### config.mk
export PLATFORM = sky130hd
export DESIGN_NAME = tlb_page_table_cache_read_core
export DESIGN_NICKNAME = d
export VERILOG_FILES = /design/src/hdl/tpcr_pkg.sv /design/src/hdl/tpcr_ram.sv /design/src/hdl/tlb_page_table_cache_read_core.sv
export SDC_FILE = /design/constraint.sdc
export NUM_CORES = 2
export LEC_CHECK = 0
export BUFFER_PORTS_ARGS = -buffer_cell sky130_fd_sc_hd__buf_4
export CAP_MARGIN = 10
export CORE_ASPECT_RATIO = 0.8
export CORE_MARGIN = 1
export CORE_UTILIZATION = 50
export DETAILED_ROUTE_END_ITERATION = 8
export HOLD_SLACK_MARGIN = 0.15
export MAX_ROUTING_LAYER = met4
export PLACE_DENSITY = 0.68
export REMOVE_ABC_BUFFERS = 1
export SETUP_SLACK_MARGIN = 0.5
export SLEW_MARGIN = 40
export SYNTH_ARGS = -nofsm -noshare
export SYNTH_HDL_FRONTEND = slang
export SYNTH_MEMORY_MAX_BITS = 65536
export SYNTH_SLANG_ARGS = --single-unit
### constraint.sdc
create_clock -name clk -period 6.7 [get_ports clk]
set_input_delay 1.34 -clock clk [delete_from_list [all_inputs] [get_ports clk]]
set_output_delay 1.34 -clock clk [all_outputs]
set_load 0.05 [all_outputs]
### src/hdl/tpcr_pkg.sv
`timescale 1ns / 1ps

package tpcr_pkg;

    // Operation codes of an input item
    localparam logic [1:0] OP_LOOKUP      = 2'd0;
    localparam logic [1:0] OP_APPEND_TLB  = 2'd1;
    localparam logic [1:0] OP_APPEND_PAGE = 2'd2;
    localparam logic [1:0] OP_APPEND_LINE = 2'd3;

    // Result status codes
    localparam logic [2:0] STAT_HIT        = 3'd0;
    localparam logic [2:0] STAT_XLATE_MISS = 3'd1;
    localparam logic [2:0] STAT_CACHE_MISS = 3'd2;
    localparam logic [2:0] STAT_STORED     = 3'd3;
    localparam logic [2:0] STAT_FULL       = 3'd4;

    // Entry layouts: TLB {set, tag, ppn}, page {vpn, ppn}, line {set, tag, b3..b0}
    localparam int TLB_ENTRY_W  = 20;
    localparam int PAGE_ENTRY_W = 16;
    localparam int LINE_ENTRY_W = 44;

    // Width of the key fed to the shared comparator
    localparam int KEY_W = 12;

    typedef enum logic [2:0] {
        ST_IDLE,
        ST_TLB,
        ST_PAGE,
        ST_LINE,
        ST_DONE
    } state_t;

endpackage

### src/hdl/tpcr_ram.sv
`timescale 1ns / 1ps

module tpcr_ram #(
    parameter int WIDTH = 8,
    parameter int DEPTH = 16
) (
    input  logic                                   clk,
    input  logic                                   we,
    input  logic [((DEPTH > 1) ? $clog2(DEPTH) : 1)-1:0] waddr,
    input  logic [WIDTH-1:0]                       wdata,
    input  logic [((DEPTH > 1) ? $clog2(DEPTH) : 1)-1:0] raddr,
    output logic [WIDTH-1:0]                       rdata
);

    logic [WIDTH-1:0] mem [DEPTH];

    always_ff @(posedge clk)
    begin
        if (we)
        begin
            mem[waddr] <= wdata;
        end
        rdata <= mem[raddr];
    end

endmodule

### src/hdl/tlb_page_table_cache_read_core.sv
`timescale 1ns / 1ps

// Channel | signals                                            | direction
// --------+----------------------------------------------------+----------
// input   | in_valid, in_stall, operation, virtual_address,    | in (stall out)
//         | entry_index, entry_tag, entry_vpn, entry_ppn,      |
//         | line_byte0..line_byte3                             |
// output  | out_valid, out_stall, status, read_byte            | out (stall in)
//
// An append writes its table on the input transfer edge; the result then moves
// through ST_DONE into the output register.
// A lookup walks the TLB, then the page table only on a TLB miss, then the cache
// lines, one slot per cycle through one shared key comparator; the result then
// moves through ST_DONE into the output register.
// Reset clears the sequencer, the three fill counts and out_valid; table contents need none.
// in_stall stays high from the transfer until the result is in the output
// register; a stalled output holds the block in its final state.

module tlb_page_table_cache_read_core
    import tpcr_pkg::*;
#(
    parameter int TLB_SLOTS  = 16,
    parameter int PAGE_SLOTS = 64,
    parameter int LINE_SLOTS = 64
) (
    input  logic        clk,
    input  logic        rst_n,
    input  logic        in_valid,
    output logic        in_stall,
    input  logic [1:0]  operation,
    input  logic [15:0] virtual_address,
    input  logic [3:0]  entry_index,
    input  logic [7:0]  entry_tag,
    input  logic [7:0]  entry_vpn,
    input  logic [7:0]  entry_ppn,
    input  logic [7:0]  line_byte0,
    input  logic [7:0]  line_byte1,
    input  logic [7:0]  line_byte2,
    input  logic [7:0]  line_byte3,
    output logic        out_valid,
    input  logic        out_stall,
    output logic [2:0]  status,
    output logic [7:0]  read_byte
);

    localparam int TLB_AW  = (TLB_SLOTS > 1) ? $clog2(TLB_SLOTS) : 1;
    localparam int PAGE_AW = (PAGE_SLOTS > 1) ? $clog2(PAGE_SLOTS) : 1;
    localparam int LINE_AW = (LINE_SLOTS > 1) ? $clog2(LINE_SLOTS) : 1;
    localparam int TLB_FW  = $clog2(TLB_SLOTS + 1);
    localparam int PAGE_FW = $clog2(PAGE_SLOTS + 1);
    localparam int LINE_FW = $clog2(LINE_SLOTS + 1);
    localparam int MAX_TP  = (TLB_SLOTS > PAGE_SLOTS) ? TLB_SLOTS : PAGE_SLOTS;
    localparam int MAX_SLOTS = (MAX_TP > LINE_SLOTS) ? MAX_TP : LINE_SLOTS;
    localparam int SCAN_W  = $clog2(MAX_SLOTS + 1);

    // Sequencer and scan control
    state_t              state_reg, state_next;
    logic [SCAN_W-1:0]   scan_reg, scan_next;
    logic                rd_valid_reg, rd_valid_next;

    // Table fill counts
    logic [TLB_FW-1:0]   tlb_fill_reg, tlb_fill_next;
    logic [PAGE_FW-1:0]  page_fill_reg, page_fill_next;
    logic [LINE_FW-1:0]  line_fill_reg, line_fill_next;

    // Lookup operands and pending result
    logic [13:0]         va_reg, va_next;
    logic [7:0]          ppn_reg, ppn_next;
    logic [2:0]          res_status_reg, res_status_next;
    logic [7:0]          res_byte_reg, res_byte_next;

    // Output register
    logic                out_valid_reg, out_valid_next;
    logic [2:0]          status_reg, status_next;
    logic [7:0]          byte_reg, byte_next;

    // Memory ports
    logic                    tlb_we, page_we, line_we;
    logic [TLB_ENTRY_W-1:0]  tlb_rdata;
    logic [PAGE_ENTRY_W-1:0] page_rdata;
    logic [LINE_ENTRY_W-1:0] line_rdata;

    // Shared comparator
    logic [KEY_W-1:0]    mem_key, want_key;
    logic                key_eq, hit_now, issue, scan_done;
    logic [SCAN_W-1:0]   cur_fill;
    logic                in_xfer;
    logic [7:0]          line_byte_sel;

    assign in_xfer = in_valid && !in_stall;

    tpcr_ram #(.WIDTH(TLB_ENTRY_W), .DEPTH(TLB_SLOTS)) u_tlb_ram (
        .clk   (clk),
        .we    (tlb_we),
        .waddr (tlb_fill_reg[TLB_AW-1:0]),
        .wdata ({entry_index, entry_tag, entry_ppn}),
        .raddr (scan_reg[TLB_AW-1:0]),
        .rdata (tlb_rdata)
    );

    tpcr_ram #(.WIDTH(PAGE_ENTRY_W), .DEPTH(PAGE_SLOTS)) u_page_ram (
        .clk   (clk),
        .we    (page_we),
        .waddr (page_fill_reg[PAGE_AW-1:0]),
        .wdata ({entry_vpn, entry_ppn}),
        .raddr (scan_reg[PAGE_AW-1:0]),
        .rdata (page_rdata)
    );

    tpcr_ram #(.WIDTH(LINE_ENTRY_W), .DEPTH(LINE_SLOTS)) u_line_ram (
        .clk   (clk),
        .we    (line_we),
        .waddr (line_fill_reg[LINE_AW-1:0]),
        .wdata ({entry_index, entry_tag, line_byte3, line_byte2, line_byte1, line_byte0}),
        .raddr (scan_reg[LINE_AW-1:0]),
        .rdata (line_rdata)
    );

    // Pick the key pair for the current phase and compare it once per cycle
    always_comb
    begin
        mem_key  = '0;
        want_key = '0;
        cur_fill = '0;
        unique case (state_reg)
            ST_TLB:
            begin
                // stored set and tag are 4 and 8 bits; address fields are 2 and 6
                mem_key  = tlb_rdata[19:8];
                want_key = {2'b00, va_reg[7:6], 2'b00, va_reg[13:8]};
                cur_fill = SCAN_W'(tlb_fill_reg);
            end
            ST_PAGE:
            begin
                mem_key  = {4'b0000, page_rdata[15:8]};
                want_key = {4'b0000, va_reg[13:6]};
                cur_fill = SCAN_W'(page_fill_reg);
            end
            ST_LINE:
            begin
                mem_key  = line_rdata[43:32];
                want_key = {va_reg[5:2], ppn_reg};
                cur_fill = SCAN_W'(line_fill_reg);
            end
            default:
            begin
                mem_key  = '0;
                want_key = '0;
                cur_fill = '0;
            end
        endcase
    end

    assign key_eq    = (mem_key == want_key);
    assign hit_now   = rd_valid_reg && key_eq;
    assign issue     = (scan_reg < cur_fill) && !hit_now;
    assign scan_done = !rd_valid_reg && (scan_reg >= cur_fill);

    always_comb
    begin
        unique case (va_reg[1:0])
            2'd0: line_byte_sel = line_rdata[7:0];
            2'd1: line_byte_sel = line_rdata[15:8];
            2'd2: line_byte_sel = line_rdata[23:16];
            2'd3: line_byte_sel = line_rdata[31:24];
            default: line_byte_sel = '0;
        endcase
    end

    // Sequencer
    always_comb
    begin
        state_next      = state_reg;
        scan_next       = scan_reg;
        rd_valid_next   = 1'b0;
        tlb_fill_next   = tlb_fill_reg;
        page_fill_next  = page_fill_reg;
        line_fill_next  = line_fill_reg;
        va_next         = va_reg;
        ppn_next        = ppn_reg;
        res_status_next = res_status_reg;
        res_byte_next   = res_byte_reg;
        out_valid_next  = out_valid_reg && out_stall;
        status_next     = status_reg;
        byte_next       = byte_reg;
        tlb_we          = 1'b0;
        page_we         = 1'b0;
        line_we         = 1'b0;
        in_stall        = (state_reg != ST_IDLE);

        unique case (state_reg)
            ST_IDLE:
            begin
                if (in_xfer)
                begin
                    res_byte_next = '0;
                    state_next    = ST_DONE;
                    unique case (operation)
                        OP_LOOKUP:
                        begin
                            va_next    = virtual_address[13:0];
                            scan_next  = '0;
                            state_next = ST_TLB;
                        end
                        OP_APPEND_TLB:
                        begin
                            if (tlb_fill_reg == TLB_FW'(TLB_SLOTS))
                            begin
                                res_status_next = STAT_FULL;
                            end
                            else
                            begin
                                tlb_we          = 1'b1;
                                tlb_fill_next   = tlb_fill_reg + 1'b1;
                                res_status_next = STAT_STORED;
                            end
                        end
                        OP_APPEND_PAGE:
                        begin
                            if (page_fill_reg == PAGE_FW'(PAGE_SLOTS))
                            begin
                                res_status_next = STAT_FULL;
                            end
                            else
                            begin
                                page_we         = 1'b1;
                                page_fill_next  = page_fill_reg + 1'b1;
                                res_status_next = STAT_STORED;
                            end
                        end
                        OP_APPEND_LINE:
                        begin
                            if (line_fill_reg == LINE_FW'(LINE_SLOTS))
                            begin
                                res_status_next = STAT_FULL;
                            end
                            else
                            begin
                                line_we         = 1'b1;
                                line_fill_next  = line_fill_reg + 1'b1;
                                res_status_next = STAT_STORED;
                            end
                        end
                        default:
                        begin
                            res_status_next = STAT_FULL;
                        end
                    endcase
                end
            end
            ST_TLB:
            begin
                if (hit_now)
                begin
                    ppn_next   = tlb_rdata[7:0];
                    scan_next  = '0;
                    state_next = ST_LINE;
                end
                else if (scan_done)
                begin
                    scan_next  = '0;
                    state_next = ST_PAGE;
                end
                else if (issue)
                begin
                    scan_next     = scan_reg + 1'b1;
                    rd_valid_next = 1'b1;
                end
            end
            ST_PAGE:
            begin
                if (hit_now)
                begin
                    ppn_next   = page_rdata[7:0];
                    scan_next  = '0;
                    state_next = ST_LINE;
                end
                else if (scan_done)
                begin
                    res_status_next = STAT_XLATE_MISS;
                    res_byte_next   = '0;
                    state_next      = ST_DONE;
                end
                else if (issue)
                begin
                    scan_next     = scan_reg + 1'b1;
                    rd_valid_next = 1'b1;
                end
            end
            ST_LINE:
            begin
                if (hit_now)
                begin
                    res_status_next = STAT_HIT;
                    res_byte_next   = line_byte_sel;
                    state_next      = ST_DONE;
                end
                else if (scan_done)
                begin
                    res_status_next = STAT_CACHE_MISS;
                    res_byte_next   = '0;
                    state_next      = ST_DONE;
                end
                else if (issue)
                begin
                    scan_next     = scan_reg + 1'b1;
                    rd_valid_next = 1'b1;
                end
            end
            ST_DONE:
            begin
                // hold the result until the output register is free
                if (!out_valid_reg || !out_stall)
                begin
                    out_valid_next = 1'b1;
                    status_next    = res_status_reg;
                    byte_next      = res_byte_reg;
                    state_next     = ST_IDLE;
                end
            end
            default:
            begin
                state_next = ST_IDLE;
            end
        endcase
    end

    always_ff @(posedge clk or negedge rst_n)
    begin
        if (!rst_n)
        begin
            state_reg     <= ST_IDLE;
            scan_reg      <= '0;
            rd_valid_reg  <= 1'b0;
            tlb_fill_reg  <= '0;
            page_fill_reg <= '0;
            line_fill_reg <= '0;
            out_valid_reg <= 1'b0;
        end
        else
        begin
            state_reg     <= state_next;
            scan_reg      <= scan_next;
            rd_valid_reg  <= rd_valid_next;
            tlb_fill_reg  <= tlb_fill_next;
            page_fill_reg <= page_fill_next;
            line_fill_reg <= line_fill_next;
            out_valid_reg <= out_valid_next;
        end
    end

    always_ff @(posedge clk)
    begin
        va_reg         <= va_next;
        ppn_reg        <= ppn_next;
        res_status_reg <= res_status_next;
        res_byte_reg   <= res_byte_next;
        status_reg     <= status_next;
        byte_reg       <= byte_next;
    end

    assign out_valid = out_valid_reg;
    assign status    = status_reg;
    assign read_byte = byte_reg;

    // A read in flight only exists inside a table walk
    a_rd_in_scan: assert property (@(posedge clk) disable iff (!rst_n)
        rd_valid_reg |-> (state_reg == ST_TLB || state_reg == ST_PAGE || state_reg == ST_LINE))
        else $error("slot read pending outside a table walk");

    // The walk pointer never runs past the fill count of the table it walks
    a_scan_bound: assert property (@(posedge clk) disable iff (!rst_n)
        (state_reg == ST_TLB || state_reg == ST_PAGE || state_reg == ST_LINE)
        |-> (scan_reg <= cur_fill))
        else $error("walk pointer beyond fill count");

    // Fill counts stay within their tables
    a_fill_bound: assert property (@(posedge clk) disable iff (!rst_n)
        (tlb_fill_reg <= TLB_FW'(TLB_SLOTS)) && (page_fill_reg <= PAGE_FW'(PAGE_SLOTS))
        && (line_fill_reg <= LINE_FW'(LINE_SLOTS)))
        else $error("fill count beyond table size");

    // An accepted TLB append into a table with room advances its fill count
    a_tlb_append: assert property (@(posedge clk) disable iff (!rst_n)
        (in_xfer && operation == OP_APPEND_TLB && tlb_fill_reg != TLB_FW'(TLB_SLOTS))
        |=> (tlb_fill_reg == $past(tlb_fill_reg) + 1'b1))
        else $error("TLB append did not advance fill count");

    // Only a hit carries a byte
    a_byte_zero: assert property (@(posedge clk) disable iff (!rst_n)
        (out_valid && status != STAT_HIT) |-> (read_byte == 8'd0))
        else $error("non-hit result carries a byte");

endmodule
==> impl_metrics.csv <==
group,metric,value,unit
timing,period_share,66.2,%
finish,regArea,129000,sq um
yosys,synth_flop_cell,"edfxtp_1",
global_route,gr-total-overflow,0,
timing,worst_slack,2.26,ns
finish,fin_nets,7047,
drt,routed-via-count,74900,
yosys,synthSimpleGateAreaFrac,0.883,%
clock_tree,cts_resized,0,
yosys,async_flop_share,0.718,%
timing,worstMarginPinSlew,0.951,ns
yosys,yosys_warnings,0,
timing,rsz0062_at_grt,"no",
clock_tree,cts_sinks,4315,
placement,port-buffer-count,92,
finish,layout-drive-gt1-share,33.9,%
timing,max_freq,225,MHz
timing,holdWs,0.396,ns
yosys,yosysSeqAreaShare,78.6,%
pwr,ir_drop,0.000289,V
hold_path,hp-class,"in -> async",
job,drv_cap,0,
timing,post-route-min-period,4.44,ns
outcome,outcome,"finished clean",
pwr,total_power,0.0568,W
clock_tree,cts_tree,"yes",
global_route,grt_pass1_vias,74000,
timing,skew,0.0641,ns
timing,maxSlewHeadroom,36.6,%
global_route,grt_max_degree,126,
setup_path,end_kind,"register",
yosys,synthXorXnorAreaFrac,0.219,%
clock_tree,numCtsBuffers,413,
clock_tree,ctsHoldBuffers,0,
global_route,grt_usage,24.4,%
die,die_y,514,microns
drt,post_drt_wl_per_cell,33.4,microns
timing,hold_violations,0,
setup_path,path_class,"reg -> reg",
placement,place_congestion,0.858,
setup_path,critical_path_arrival,4.95,ns
timing,setup_viol,0,
yosys,synthAdderAreaFrac,0.153,%
die,num_rows,187,
drt,drt.antenna.violating_nets,0,
clock_tree,clock_path_buffers,4,
yosys,synth-edff-count,4204,
die,die_area,330000,sq um
finish,largest_registers,"u_line_ram.mem (2816), u_page_ram.mem (1024), u_tlb_ram.mem (320)",
yosys,synth_area,164000,sq um
finish,top_register,"u_line_ram.mem",
pwr,powerDensity,305,nW/um^2
yosys,synthMuxAreaShare,19.0,%
placement,post-place-ws,1.66,ns
yosys,syn_avg_cell_area,25.2,sq um
drt,firstDrtPassIters,5,
drt,via_per_inst,6.44,
finish,syn_to_final_growth,13.7,%
setup_path,critPathLaunchType,"register",
placement,dp_hpwl,218,mm
clock_tree,clk-insertion-delay-late,0.92,ns
drt,drc,0,
clock_tree,post_cts_buffers,0,
setup_path,cp.required,7.21,ns
clock_tree,clockRootBuffer,"clkbuf_16",
finish,multi_input_comb_area,34200,sq um
die,die_x,642,microns
pwr,leakage,55.6,nW
drt,drtIter0Drc,10600,
drt,totalWireLength,389,mm
yosys,synth_seq_cells,4315,
setup_path,cp_max_fo,26,
finish,largest_reg_flops,2816,
die,core,325000,sq um
global_route,antenna_found_initial,23,
die,pin_count,95,
timing,maxSlewViolCount,0,
die,initial_core_util,50.4,%
clock_tree,clk_pin_slew,0.06,ns
global_route,grt_first_pass_wirelength,553,mm
clock_tree,htreeDepth,5,
yosys,netlist_instances,6503,
yosys,synth.distinct_cells,57,
yosys,synth_top_family_by_area,"multiplexers",
yosys,synth_compound_area_share,0.309,%
finish,fill_cells,22600,
==> synthesized netlist by cell type, types with 8 or more instances <==
library cell  count  area [sq um]
clkbuf_1        189           709
nor3_1           13          65.1
edfxtp_1       4204        126000
dfxtp_1          80          1600
nand2b_1         11          68.8
xor2_1           14           123
inv_1            12          45.0
a21oi_1          10          50.1
nor2_1          155           582
or3_1            10          62.6
buf_2            73           365
a22o_1           12           105
o21ai_0          12          60.1
nand3_1          29           145
dfrtp_1          31           776
mux4_2         1368         30800
nand2_1          45           169
mux2_2           17           191
nor2b_1           9          56.3
xnor2_1          27           236
buf_1            80           300
nand4_1           8          50.1
ha_1             20           250
==> metal layers <==
metal	up-vias	routed length, microns	GRT usage (%)
met2	4216	182000	35.8
li1	29200	-	-
met1	40900	159000	36.3
met5	-	0	-
met3	571	38400	3.99
met4	0	9970	5.97
==> layout by cell type, fill, tap and decap left out, drive strengths merged, types with 29 or more instances in the layout <==
cell type and n:
nor2 155, dfxtp 80, clkbuf 536, dfrtp 31, clkinv 152, nand3 29
buf 372, nand2 45, mux4 1368, edfxtp 4204, bufinv 43
==> path summary, 6_finish.rpt <==
check | startpoint | end | slack (ns) | cells past startpoint
worst max-delay path | line_fill_reg[5]$_DFFE_PN0P_ | u_line_ram.mem[23][43]$_DFFE_PP_ | 2.26 | 7
worst min-delay path | rst_n | page_fill_reg[5]$_DFFE_PN0P_ | 0.40 | 1
worst max register to register | line_fill_reg[5]$_DFFE_PN0P_ | u_line_ram.mem[23][43]$_DFFE_PP_ | 2.26 | 7
worst min register to register | res_status_reg[0]$_DFFE_PP_ | status[0]$_DFFE_PP_ | 0.43 | 0
max in group asynchronous | rst_n | scan_reg[2]$_DFFE_PN0P_ | 5.91 | 1
min in group clk | res_status_reg[0]$_DFFE_PP_ | status[0]$_DFFE_PP_ | 0.43 | 0
==> final cells by class <==
cell class / instances / share of cell area (%)
sequential: 4315 / 69.2
multi-input combinational: 1830 / 18.4
clock buffer: 536 / 6.01
tap: 4347 / 2.92
timing repair buffer: 372 / 2.23
clock inverter: 221 / 1.26
inverter: 13 / 0.0262
antenna: 10 / 0.0135
==> power by group <==
part / internal [W] / switching (W) / leakage (nW)
Combinational: 0.00128 / 0.00186 / 10.1
Sequential: 0.0300 / 0.000428 / 38.9
Clock: 0.0134 / 0.00982 / 6.58
==> cells by family (layout without fill, tap and decap cells) <==
logic type,after synthesis,after routing
flops,4315,4315
mux,1386,1386
buf+inv,358,1142
simple gates,314,314
compound gates,69,69
xor+xnor,41,41
fa+ha+maj,20,20
other cells,0,10
==> worst max-delay path, cell delays in order, from the launching register on <==
cell and delay, ns:
dfrtp_1 0.77, nor2_1 0.22, nor4b_2 0.27, nand2b_1 0.36
nor2_2 0.54, nand4_1 0.72, nor4_2 0.50, buf_4 0.57
==> metrics by stage <==
step	utilization [%]	TNS, ns	instances	instance area, sq um
2_1_floorplan	-	-3568.72	6158	162000
3_3_place_gp	52.7	0	10800	171000
3_5_place_dp	53.0	0	10900	172000
4_1_cts	57.2	0	11600	186000
5_1_grt	57.2	0	11600	186000
6_report	57.2	0	11600	186000
No activity file was read; power rests on OpenSTA's default activity.
